### src/rtl/core/irc_tok_pkg.sv
// Shared types and constants of the message line tokenizer.
`default_nettype none

package irc_tok_pkg;

    localparam logic [7:0] CHAR_NUL   = 8'h00;
    localparam logic [7:0] CHAR_CR    = 8'h0D;
    localparam logic [7:0] CHAR_SPACE = 8'h20;
    localparam logic [7:0] CHAR_COLON = 8'h3A;

    localparam logic [3:0] MAX_MIDDLE_PARAMS = 4'd14;

    localparam logic [2:0] KIND_DROP     = 3'd0;
    localparam logic [2:0] KIND_PREFIX   = 3'd1;
    localparam logic [2:0] KIND_COMMAND  = 3'd2;
    localparam logic [2:0] KIND_MIDDLE   = 3'd3;
    localparam logic [2:0] KIND_TRAILING = 3'd4;

    typedef enum logic [2:0] {
        CC_OTHER,
        CC_SPACE,
        CC_COLON,
        CC_NUL,
        CC_FINAL_CR
    } t_char_class;

    typedef struct packed {
        logic [7:0] byte_in;
        logic       line_end;
    } t_tok_in;

    typedef struct packed {
        logic [7:0] byte_out;
        logic [2:0] field_kind;
        logic [3:0] param_index;
        logic       token_start;
        logic       end_of_line;
        logic       line_valid;
        logic       trailing_present;
        logic [3:0] param_total;
        logic       command_present;
    } t_tok_out;

    typedef struct packed {
        logic [7:0]  byte_val;
        logic        line_end;
        t_char_class char_class;
    } t_tok_item;

    typedef struct packed {
        logic      valid;
        t_tok_item item;
    } t_tok_push;

    typedef struct packed {
        logic      valid;
        t_tok_item item;
    } t_tok_head;

endpackage

`default_nettype wire

### src/rtl/core/irc_tok_chan.sv
// Valid/ready channel interfaces for the tokenizer input and result streams.
`default_nettype none

interface irc_tok_in_chan ();
    logic                 valid;
    logic                 ready;
    irc_tok_pkg::t_tok_in payload;

    modport source (output valid, output payload, input ready);
    modport sink (input valid, input payload, output ready);
endinterface

interface irc_tok_out_chan ();
    logic                  valid;
    logic                  ready;
    irc_tok_pkg::t_tok_out payload;

    modport source (output valid, output payload, input ready);
    modport sink (input valid, input payload, output ready);
endinterface

`default_nettype wire

### src/rtl/core/irc_tok_front.sv
// Front end: accepts input bytes, classifies them and pushes them into the queue.
`default_nettype none

module irc_tok_front (
    irc_tok_in_chan.sink            i_in,
    input  wire logic               i_full,
    output irc_tok_pkg::t_tok_push  o_push
);
    import irc_tok_pkg::*;

    t_char_class cls;

    always_comb begin
        if (i_in.payload.byte_in == CHAR_NUL) begin
            cls = CC_NUL;
        end else if (i_in.payload.line_end && i_in.payload.byte_in == CHAR_CR) begin
            cls = CC_FINAL_CR;
        end else if (i_in.payload.byte_in == CHAR_SPACE) begin
            cls = CC_SPACE;
        end else if (i_in.payload.byte_in == CHAR_COLON) begin
            cls = CC_COLON;
        end else begin
            cls = CC_OTHER;
        end
    end

    assign i_in.ready = !i_full;

    always_comb begin
        o_push.valid           = i_in.valid && !i_full;
        o_push.item.byte_val   = i_in.payload.byte_in;
        o_push.item.line_end   = i_in.payload.line_end;
        o_push.item.char_class = cls;
    end

endmodule

`default_nettype wire

### src/rtl/core/irc_tok_queue.sv
// Short first-word fall-through queue between the front end and the back end.
`default_nettype none

module irc_tok_queue #(
    parameter int DEPTH = 4
) (
    input  wire logic               i_clk,
    input  wire logic               i_rst_n,
    input  irc_tok_pkg::t_tok_push  i_push,
    output logic                    o_full,
    output irc_tok_pkg::t_tok_head  o_head,
    input  wire logic               i_pop
);
    import irc_tok_pkg::*;

    localparam int PTR_W = (DEPTH > 1) ? $clog2(DEPTH) : 1;
    localparam int CNT_W = $clog2(DEPTH + 1);
    localparam logic [PTR_W-1:0] LAST_PTR = PTR_W'(DEPTH - 1);
    localparam logic [CNT_W-1:0] FULL_CNT = CNT_W'(DEPTH);

    t_tok_item        r_mem [DEPTH];
    logic [PTR_W-1:0] r_wr_ptr;
    logic [PTR_W-1:0] r_rd_ptr;
    logic [CNT_W-1:0] r_count;
    logic             push;
    logic             pop;

    assign push = i_push.valid;
    assign pop  = i_pop && (r_count != '0);

    always_ff @(posedge i_clk) begin
        if (push) begin
            r_mem[r_wr_ptr] <= i_push.item;
        end
    end

    always_ff @(posedge i_clk) begin
        if (!i_rst_n) begin
            r_wr_ptr <= '0;
            r_rd_ptr <= '0;
            r_count  <= '0;
        end else begin
            if (push) begin
                r_wr_ptr <= (r_wr_ptr == LAST_PTR) ? '0 : r_wr_ptr + 1'b1;
            end
            if (pop) begin
                r_rd_ptr <= (r_rd_ptr == LAST_PTR) ? '0 : r_rd_ptr + 1'b1;
            end
            if (push && !pop) begin
                r_count <= r_count + 1'b1;
            end else if (pop && !push) begin
                r_count <= r_count - 1'b1;
            end
        end
    end

    assign o_full = (r_count == FULL_CNT);

    always_comb begin
        o_head.valid = (r_count != '0);
        o_head.item  = r_mem[r_rd_ptr];
    end

endmodule

`default_nettype wire

### src/rtl/core/irc_tok_back.sv
// Back end: message phase state machine and the registered result stage.
`default_nettype none

module irc_tok_back (
    input  wire logic               i_clk,
    input  wire logic               i_rst_n,
    input  irc_tok_pkg::t_tok_head  i_head,
    output logic                    o_pop,
    irc_tok_out_chan.source         o_out
);
    import irc_tok_pkg::*;

    typedef enum logic [2:0] {
        PH_LEAD,
        PH_PREFIX,
        PH_AFTER_PREFIX,
        PH_COMMAND,
        PH_GAP,
        PH_MIDDLE,
        PH_TRAILING
    } t_phase;

    t_phase     r_phase;
    logic [3:0] r_param_count;
    logic       r_nul_seen;
    logic       r_trailing_open;
    logic       r_command_seen;
    logic       r_first_pending;
    logic       r_out_valid;
    t_tok_out   r_out;

    t_phase     n_phase;
    logic [3:0] n_param_count;
    logic       n_nul_seen;
    logic       n_trailing_open;
    logic       n_command_seen;
    logic       n_first_pending;
    t_tok_out   n_out;

    logic       sp;
    logic       colon;
    logic       line_ok;
    logic       last;

    assign o_pop = i_head.valid && (!r_out_valid || o_out.ready);
    assign last  = i_head.item.line_end;
    assign sp    = (i_head.item.char_class == CC_SPACE);
    assign colon = (i_head.item.char_class == CC_COLON);

    always_comb begin
        n_phase         = r_phase;
        n_param_count   = r_param_count;
        n_nul_seen      = r_nul_seen;
        n_trailing_open = r_trailing_open;
        n_command_seen  = r_command_seen;
        n_first_pending = r_first_pending;
        n_out.field_kind  = KIND_DROP;
        n_out.param_index = '0;
        n_out.token_start = 1'b0;

        case (i_head.item.char_class)
            CC_NUL: begin
                n_nul_seen = 1'b1;
            end
            CC_FINAL_CR: begin
            end
            default: begin
                case (r_phase)
                    PH_LEAD: begin
                        if (colon) begin
                            n_phase         = PH_PREFIX;
                            n_first_pending = 1'b1;
                        end else if (!sp) begin
                            n_out.field_kind  = KIND_COMMAND;
                            n_out.token_start = 1'b1;
                            n_command_seen    = 1'b1;
                            n_phase           = PH_COMMAND;
                        end
                    end
                    PH_PREFIX: begin
                        n_first_pending = 1'b0;
                        if (sp) begin
                            n_phase = PH_AFTER_PREFIX;
                        end else begin
                            n_out.field_kind  = KIND_PREFIX;
                            n_out.token_start = r_first_pending;
                        end
                    end
                    PH_AFTER_PREFIX: begin
                        if (!sp) begin
                            n_out.field_kind  = KIND_COMMAND;
                            n_out.token_start = 1'b1;
                            n_command_seen    = 1'b1;
                            n_phase           = PH_COMMAND;
                        end
                    end
                    PH_COMMAND: begin
                        if (sp) begin
                            n_phase = PH_GAP;
                        end else begin
                            n_out.field_kind = KIND_COMMAND;
                        end
                    end
                    PH_GAP: begin
                        if (!sp) begin
                            if (r_param_count >= MAX_MIDDLE_PARAMS) begin
                                n_trailing_open = 1'b1;
                                n_phase         = PH_TRAILING;
                                if (colon) begin
                                    n_first_pending = 1'b1;
                                end else begin
                                    n_out.field_kind  = KIND_TRAILING;
                                    n_out.token_start = 1'b1;
                                    n_first_pending   = 1'b0;
                                end
                            end else if (colon) begin
                                n_trailing_open = 1'b1;
                                n_phase         = PH_TRAILING;
                                n_first_pending = 1'b1;
                            end else begin
                                n_out.field_kind  = KIND_MIDDLE;
                                n_out.param_index = r_param_count;
                                n_out.token_start = 1'b1;
                                n_param_count     = r_param_count + 1'b1;
                                n_phase           = PH_MIDDLE;
                            end
                        end
                    end
                    PH_MIDDLE: begin
                        if (sp) begin
                            n_phase = PH_GAP;
                        end else begin
                            n_out.field_kind  = KIND_MIDDLE;
                            n_out.param_index = r_param_count - 1'b1;
                        end
                    end
                    PH_TRAILING: begin
                        n_out.field_kind  = KIND_TRAILING;
                        n_out.token_start = r_first_pending;
                        n_first_pending   = 1'b0;
                    end
                    default: begin
                        n_phase = PH_LEAD;
                    end
                endcase
            end
        endcase

        line_ok                = !n_nul_seen;
        n_out.byte_out         = i_head.item.byte_val;
        n_out.end_of_line      = last;
        n_out.line_valid       = line_ok;
        n_out.trailing_present = n_trailing_open;
        n_out.param_total      = n_param_count;
        n_out.command_present  = n_command_seen;
        if (last && !line_ok) begin
            n_out.trailing_present = 1'b0;
            n_out.param_total      = '0;
            n_out.command_present  = 1'b0;
        end
    end

    always_ff @(posedge i_clk) begin
        if (!i_rst_n) begin
            r_phase         <= PH_LEAD;
            r_param_count   <= '0;
            r_nul_seen      <= 1'b0;
            r_trailing_open <= 1'b0;
            r_command_seen  <= 1'b0;
            r_first_pending <= 1'b0;
            r_out_valid     <= 1'b0;
        end else begin
            if (o_pop) begin
                r_out       <= n_out;
                r_out_valid <= 1'b1;
                if (last) begin
                    r_phase         <= PH_LEAD;
                    r_param_count   <= '0;
                    r_nul_seen      <= 1'b0;
                    r_trailing_open <= 1'b0;
                    r_command_seen  <= 1'b0;
                    r_first_pending <= 1'b0;
                end else begin
                    r_phase         <= n_phase;
                    r_param_count   <= n_param_count;
                    r_nul_seen      <= n_nul_seen;
                    r_trailing_open <= n_trailing_open;
                    r_command_seen  <= n_command_seen;
                    r_first_pending <= n_first_pending;
                end
            end else if (o_out.ready) begin
                r_out_valid <= 1'b0;
            end
        end
    end

    assign o_out.valid   = r_out_valid;
    assign o_out.payload = r_out;

endmodule

`default_nettype wire

### src/rtl/core/irc_message_tokenizer.sv
// Top level of the message line tokenizer: front end, queue and back end.
//
//  Channel  Direction  Carries
//  i_in     in         byte_in, line_end
//  o_out    out        byte_out, field_kind, param_index, token_start, end_of_line,
//                      line_valid, trailing_present, param_total, command_present
//
// One byte is accepted every cycle while the queue is not full; each result passes
// through the queue and then through the back end's result register.
// Reset clears the queue, the phase state and the result valid flag.
// A stalled output holds its result; the queue absorbs up to QUEUE_DEPTH bytes
// before the input stalls.
`default_nettype none

module irc_message_tokenizer #(
    parameter int QUEUE_DEPTH = 4
) (
    input  wire logic        i_clk,
    input  wire logic        i_rst_n,
    irc_tok_in_chan.sink     i_in,
    irc_tok_out_chan.source  o_out
);
    import irc_tok_pkg::*;

    t_tok_push push;
    t_tok_head head;
    logic      full;
    logic      pop;

    irc_tok_front u_front (
        .i_in   (i_in),
        .i_full (full),
        .o_push (push)
    );

    irc_tok_queue #(
        .DEPTH (QUEUE_DEPTH)
    ) u_queue (
        .i_clk   (i_clk),
        .i_rst_n (i_rst_n),
        .i_push  (push),
        .o_full  (full),
        .o_head  (head),
        .i_pop   (pop)
    );

    irc_tok_back u_back (
        .i_clk   (i_clk),
        .i_rst_n (i_rst_n),
        .i_head  (head),
        .o_pop   (pop),
        .o_out   (o_out)
    );

    a_start_kept: assert property (@(posedge i_clk) disable iff (!i_rst_n)
        o_out.valid && o_out.payload.token_start |-> o_out.payload.field_kind != KIND_DROP)
        else $error("token start on a dropped byte");

    a_index_middle: assert property (@(posedge i_clk) disable iff (!i_rst_n)
        o_out.valid && o_out.payload.field_kind != KIND_MIDDLE
        |-> o_out.payload.param_index == 4'd0)
        else $error("parameter index outside a middle parameter");

    a_invalid_summary: assert property (@(posedge i_clk) disable iff (!i_rst_n)
        o_out.valid && o_out.payload.end_of_line && !o_out.payload.line_valid
        |-> o_out.payload.param_total == 4'd0 && !o_out.payload.trailing_present
            && !o_out.payload.command_present)
        else $error("summary of a discarded line is not cleared");

    a_pop_needs_head: assert property (@(posedge i_clk) disable iff (!i_rst_n)
        pop |-> head.valid)
        else $error("back end took a byte from an empty queue");

endmodule

`default_nettype wire
### src/flat_wrapper.sv
// flat-port wrapper written by rule: the top's interface ports become plain ports
module irc_message_tokenizer_flat import irc_tok_pkg::*;
#(
    parameter int QUEUE_DEPTH = 4
)
  (i_clk, i_rst_n, i_in_valid, i_in_payload, i_in_ready, o_out_valid, o_out_payload, o_out_ready);
  irc_tok_in_chan i_in_i ();
  irc_tok_out_chan o_out_i ();
  input  wire logic i_clk;
  input  wire logic i_rst_n;
  input wire logic [$bits(i_in_i.valid)-1:0] i_in_valid;
  input wire logic [$bits(i_in_i.payload)-1:0] i_in_payload;
  output wire logic [$bits(i_in_i.ready)-1:0] i_in_ready;
  output wire logic [$bits(o_out_i.valid)-1:0] o_out_valid;
  output wire logic [$bits(o_out_i.payload)-1:0] o_out_payload;
  input wire logic [$bits(o_out_i.ready)-1:0] o_out_ready;
  assign i_in_i.valid = i_in_valid;
  assign i_in_i.payload = i_in_payload;
  assign i_in_ready = i_in_i.ready;
  assign o_out_valid = o_out_i.valid;
  assign o_out_payload = o_out_i.payload;
  assign o_out_i.ready = o_out_ready;
  irc_message_tokenizer #(.QUEUE_DEPTH(QUEUE_DEPTH)) u_core (.i_clk(i_clk), .i_rst_n(i_rst_n), .i_in(i_in_i), .o_out(o_out_i));
endmodule
### config.mk
export PLATFORM = sky130hd
export DESIGN_NAME = irc_message_tokenizer_flat
export DESIGN_NICKNAME = d
export VERILOG_FILES = /design/src/rtl/core/irc_tok_pkg.sv /design/src/rtl/core/irc_tok_chan.sv /design/src/rtl/core/irc_tok_front.sv /design/src/rtl/core/irc_tok_queue.sv /design/src/rtl/core/irc_tok_back.sv /design/src/rtl/core/irc_message_tokenizer.sv /design/src/flat_wrapper.sv
export SDC_FILE = /design/constraint.sdc
export NUM_CORES = 1
export LEC_CHECK = 0
export ABC_CLOCK_PERIOD_IN_PS = 2200
export BUFFER_PORTS_ARGS = -buffer_cell sky130_fd_sc_hd__buf_2
export CAP_MARGIN = 5
export CORE_ASPECT_RATIO = 2
export CORE_MARGIN = 2
export CORE_UTILIZATION = 45
export CTS_BUF_LIST = sky130_fd_sc_hd__clkbuf_16
export CTS_CLUSTER_SIZE = 14
export DETAILED_ROUTE_END_ITERATION = 10
export GPL_ROUTABILITY_DRIVEN = 0
export PLACE_DENSITY = 0.68
export SLEW_MARGIN = 20
export SYNTH_ARGS = -nofsm -noshare
export SYNTH_HDL_FRONTEND = slang
export SYNTH_SLANG_ARGS = --single-unit
### constraint.sdc
create_clock -name i_clk -period 2.2 [get_ports i_clk]
set_input_delay 0.22 -clock i_clk [delete_from_list [all_inputs] [get_ports i_clk]]
set_output_delay 0.22 -clock i_clk [all_outputs]
set_load 0.02 [all_outputs]
==> results.ini <==
[synthesis]
synthArstFlopShare_pct=0
ys_warn_count=0
ys_seq_area_share_pct=61.5
ys_top_cells_by_area=edfxtp_1 (51%), dfxtp_1 (10%), mux4_1 (6.3%), ha_1 (3.0%), a21oi_1 (2.4%)
synth_cell_types=56
synth_seq_cells=93
synth_top_area_cell=edfxtp_1
synth_area_per_cell_sq_um=13.5
synth_edf_count=72
synthCells=310
ys_top_cells_by_count=edfxtp_1 (72), nand2_1 (25), dfxtp_1 (21)
synthFlopType=edfxtp_1
synth.most_common_cell=edfxtp_1
yosysTopAreaCellShare_pct=51.5
syn_nets=334
syn_area_sq_um=4200

[critical_path]
crit_family=compound AO/OA/AOI/OAI gates
critPathKind=reg -> reg
crit_buf_inv=2
crit_required_ns=2.44
cp-start-kind=register
crit_path_max_fanout=5
arrival_ns=2.45
cpPeakStageDelay_ns=0.57
crit_path_end_kind=register
crit_path_frequent_cell=buf_6
cp_slowest_cell=mux4_2
crit_chain=mux4_2 -> buf_6 -> nor3b_4 -> buf_6 -> a21oi_4 -> o21ai_4 -> a211oi_2 -> o221a_1

[clocking]
clock-sinks=93
insertion_delay_ns=0.35
htreeDepth=3
cts_root_buf=clkbuf_16
clk_path_buf_depth=2
postCtsHoldBufs=0
cts_tree=done
clk_pin_slew_ns=0.07
cts_buffers=9

[global_routing]
grt_pass1_vias=2912
grt_pass1_wl_mm=14.0
grt_max_degree=22
grt-ovfl-total=0
grt_usage_pct=18.6
antenna_found_initial=0

[floorplan]
die_x_microns=72.3
core_sq_um=9010
start_util_pct=46.6
die_h_microns=141
die_area_sq_um=10200
fp-row-count=49
io_pins=39

[layout]
layout-drive-gt1-share_pct=33.4
nFillCells=725
antenna_cells=0
final_nets=411
fin_area_sq_um=5160
area_growth_pct=22.8

[pwr]
cellLeakagePower_nw=1.92
power_density_nw_per_um2=1270
ir_drop_mv=0.773

[routing]
dr.pass1.iters=5
vias_per_cell=5.76
vias=2846
drc=0
drtAntennaViolNets=0
drt_iter0_markers=218
avgRoutedWirePerCell_microns=18.0
finalWirelength_mm=8.87

[sta]
worstMarginPinSlew_ns=0.620
worst_slack_ns=-0.00876
slew_headroom_pct=58.3
hold_viol_final=0
finalMaxSlewViolations=0
setup_violations=1
rsz0062_at_grt=true
min_period_ns=2.21
timing.final.crit_share_pct=100
clock-skew-final_ns=0.00900
tns_ns=-0.00876
fmax_mhz=453

[outcome]
violations=negative setup slack
status=finished with violations

[placement]
place_ws_ns=-0.153
numPortBuffers=38
place_hpwl_mm=6.32
dpl-instance-area_sq_um=4710

[min_path]
hold_class=in -> reg
hold_start=i_in_payload[7]

[job]
cap_violations=0

-- worst reg2reg max path: stages (launching register included) --
cell	delay [ns]
dfxtp_4	0.39
mux4_2	0.57
buf_6	0.16
nor3b_4	0.26
buf_6	0.16
a21oi_4	0.05
o21ai_4	0.19
a211oi_2	0.06
o221a_1	0.27
-- per-layer routing --
metal	vias up	GRT usage (%)	share of wire, %	wire, microns
met5	-	0	0	0
met4	0	12.7	4.4	386
met3	37	4.57	3.7	332
met2	90	33.4	58	5140
met1	1384	17.8	34	3010
li1	1335	-	-	-
-- final timing paths --
check	end	slack, ns	cells past startpoint
max reg2reg	u_core.u_back.r_first_pending	-0.009	8
min	u_core.u_queue.r_mem[1][10]	0.11	1
min reg2reg	u_core.u_back.r_trailing_open	0.51	2
max	u_core.u_back.r_first_pending	-0.009	8
-- through the flow --
| step | instances | total power [mW] | hold WS (ns) | util, % |
|---|---|---|---|---|
| global route | 494 | 6.86 | 0.111 | 57.2 |
| global placement | 471 | 4.75 | 0.449 | 52.2 |
| detailed placement | 471 | 4.80 | 0.464 | 52.2 |
| floorplan | 310 | 4.03 | 0.319 | - |
| CTS | 487 | 6.33 | 0.101 | 55.5 |
| finish | 494 | 6.53 | 0.112 | 57.2 |
-- layout make-up --
| cell class | count | area, sq um | share of cell area [%] |
|---|---|---|---|
| tap | 102 | 128 | 2.47 |
| inverter | 13 | 48.8 | 0.946 |
| clock inverter | 7 | 65.1 | 1.26 |
| clock buffer | 9 | 225 | 4.37 |
| timing repair buffer | 79 | 526 | 10.2 |
| sequential | 93 | 2590 | 50.3 |
| multi-input combinational | 191 | 1570 | 30.5 |
-- kinds of logic (layout without fill, tap and decap cells) --
kind of cell | count (synthesis) | after routing | synth area share [%]
compound gates | 63 | 63 | 10.0
xor+xnor | 4 | 4 | 0.834
fa+ha+maj | 11 | 11 | 3.46
buf+inv | 26 | 108 | 3.19
flops | 93 | 93 | 61.5
mux | 14 | 14 | 7.80
simple gates | 99 | 99 | 13.2
-- placed cells by master, fill, tap and decap left out, types with 3 or more instances in the layout --
cell / synthesis / layout
o21ai_0: 7 / 7
nand2_1: 25 / 25
buf_4: 3 / 36
o22ai_1: 3 / 3
a211oi_1: 5 / 3
buf_6: 2 / 4
dfxtp_1: 21 / 18
clkbuf_16: 0 / 9
mux4_1: 10 / 9
a31oi_1: 4 / 4
nor3b_4: 3 / 3
edfxtp_1: 72 / 72
nand3_1: 12 / 12
nand2b_1: 3 / 3
inv_1: 13 / 13
a311oi_1: 4 / 3
buf_2: 0 / 38
a211oi_2: 1 / 3
mux4_2: 2 / 3
dfxtp_4: 0 / 3
nor3_1: 9 / 8
a21boi_0: 3 / 3
ha_1: 10 / 9
nand4_1: 3 / 3
and3_1: 6 / 6
nor2_1: 14 / 14
nor2b_1: 6 / 6
a21oi_2: 2 / 7
a21oi_1: 20 / 14
-- report_power, final --
part	internal, mW	switching, mW	total [mW]
registers	2.28	0.155	2.44
logic	1.13	1.46	2.59
clock network	0.793	0.709	1.50
total	4.21	2.33	6.53
-- sequential cells by signal, indices dropped and copies added (netlist names), 2 cells and up, named ones only --
| name | cells |
|---|---|
| u_core.u_back.r_phase | 3 |
| u_core.u_queue.r_rd_ptr | 2 |
| u_core.u_back.r_param_count | 4 |
| u_core.u_queue.r_mem | 48 |
| u_core.u_queue.r_wr_ptr | 2 |
| u_core.u_back.o_out.payload | 24 |
| u_core.u_queue.r_count | 3 |
-- timing repair --
item	CTS	global route
buffers inserted	0	7
pin swaps	1	10
gates cloned	0	0
gates resized for setup	3	25
setup endpoints to repair	4	21
(Power assumes the default switching activity.)
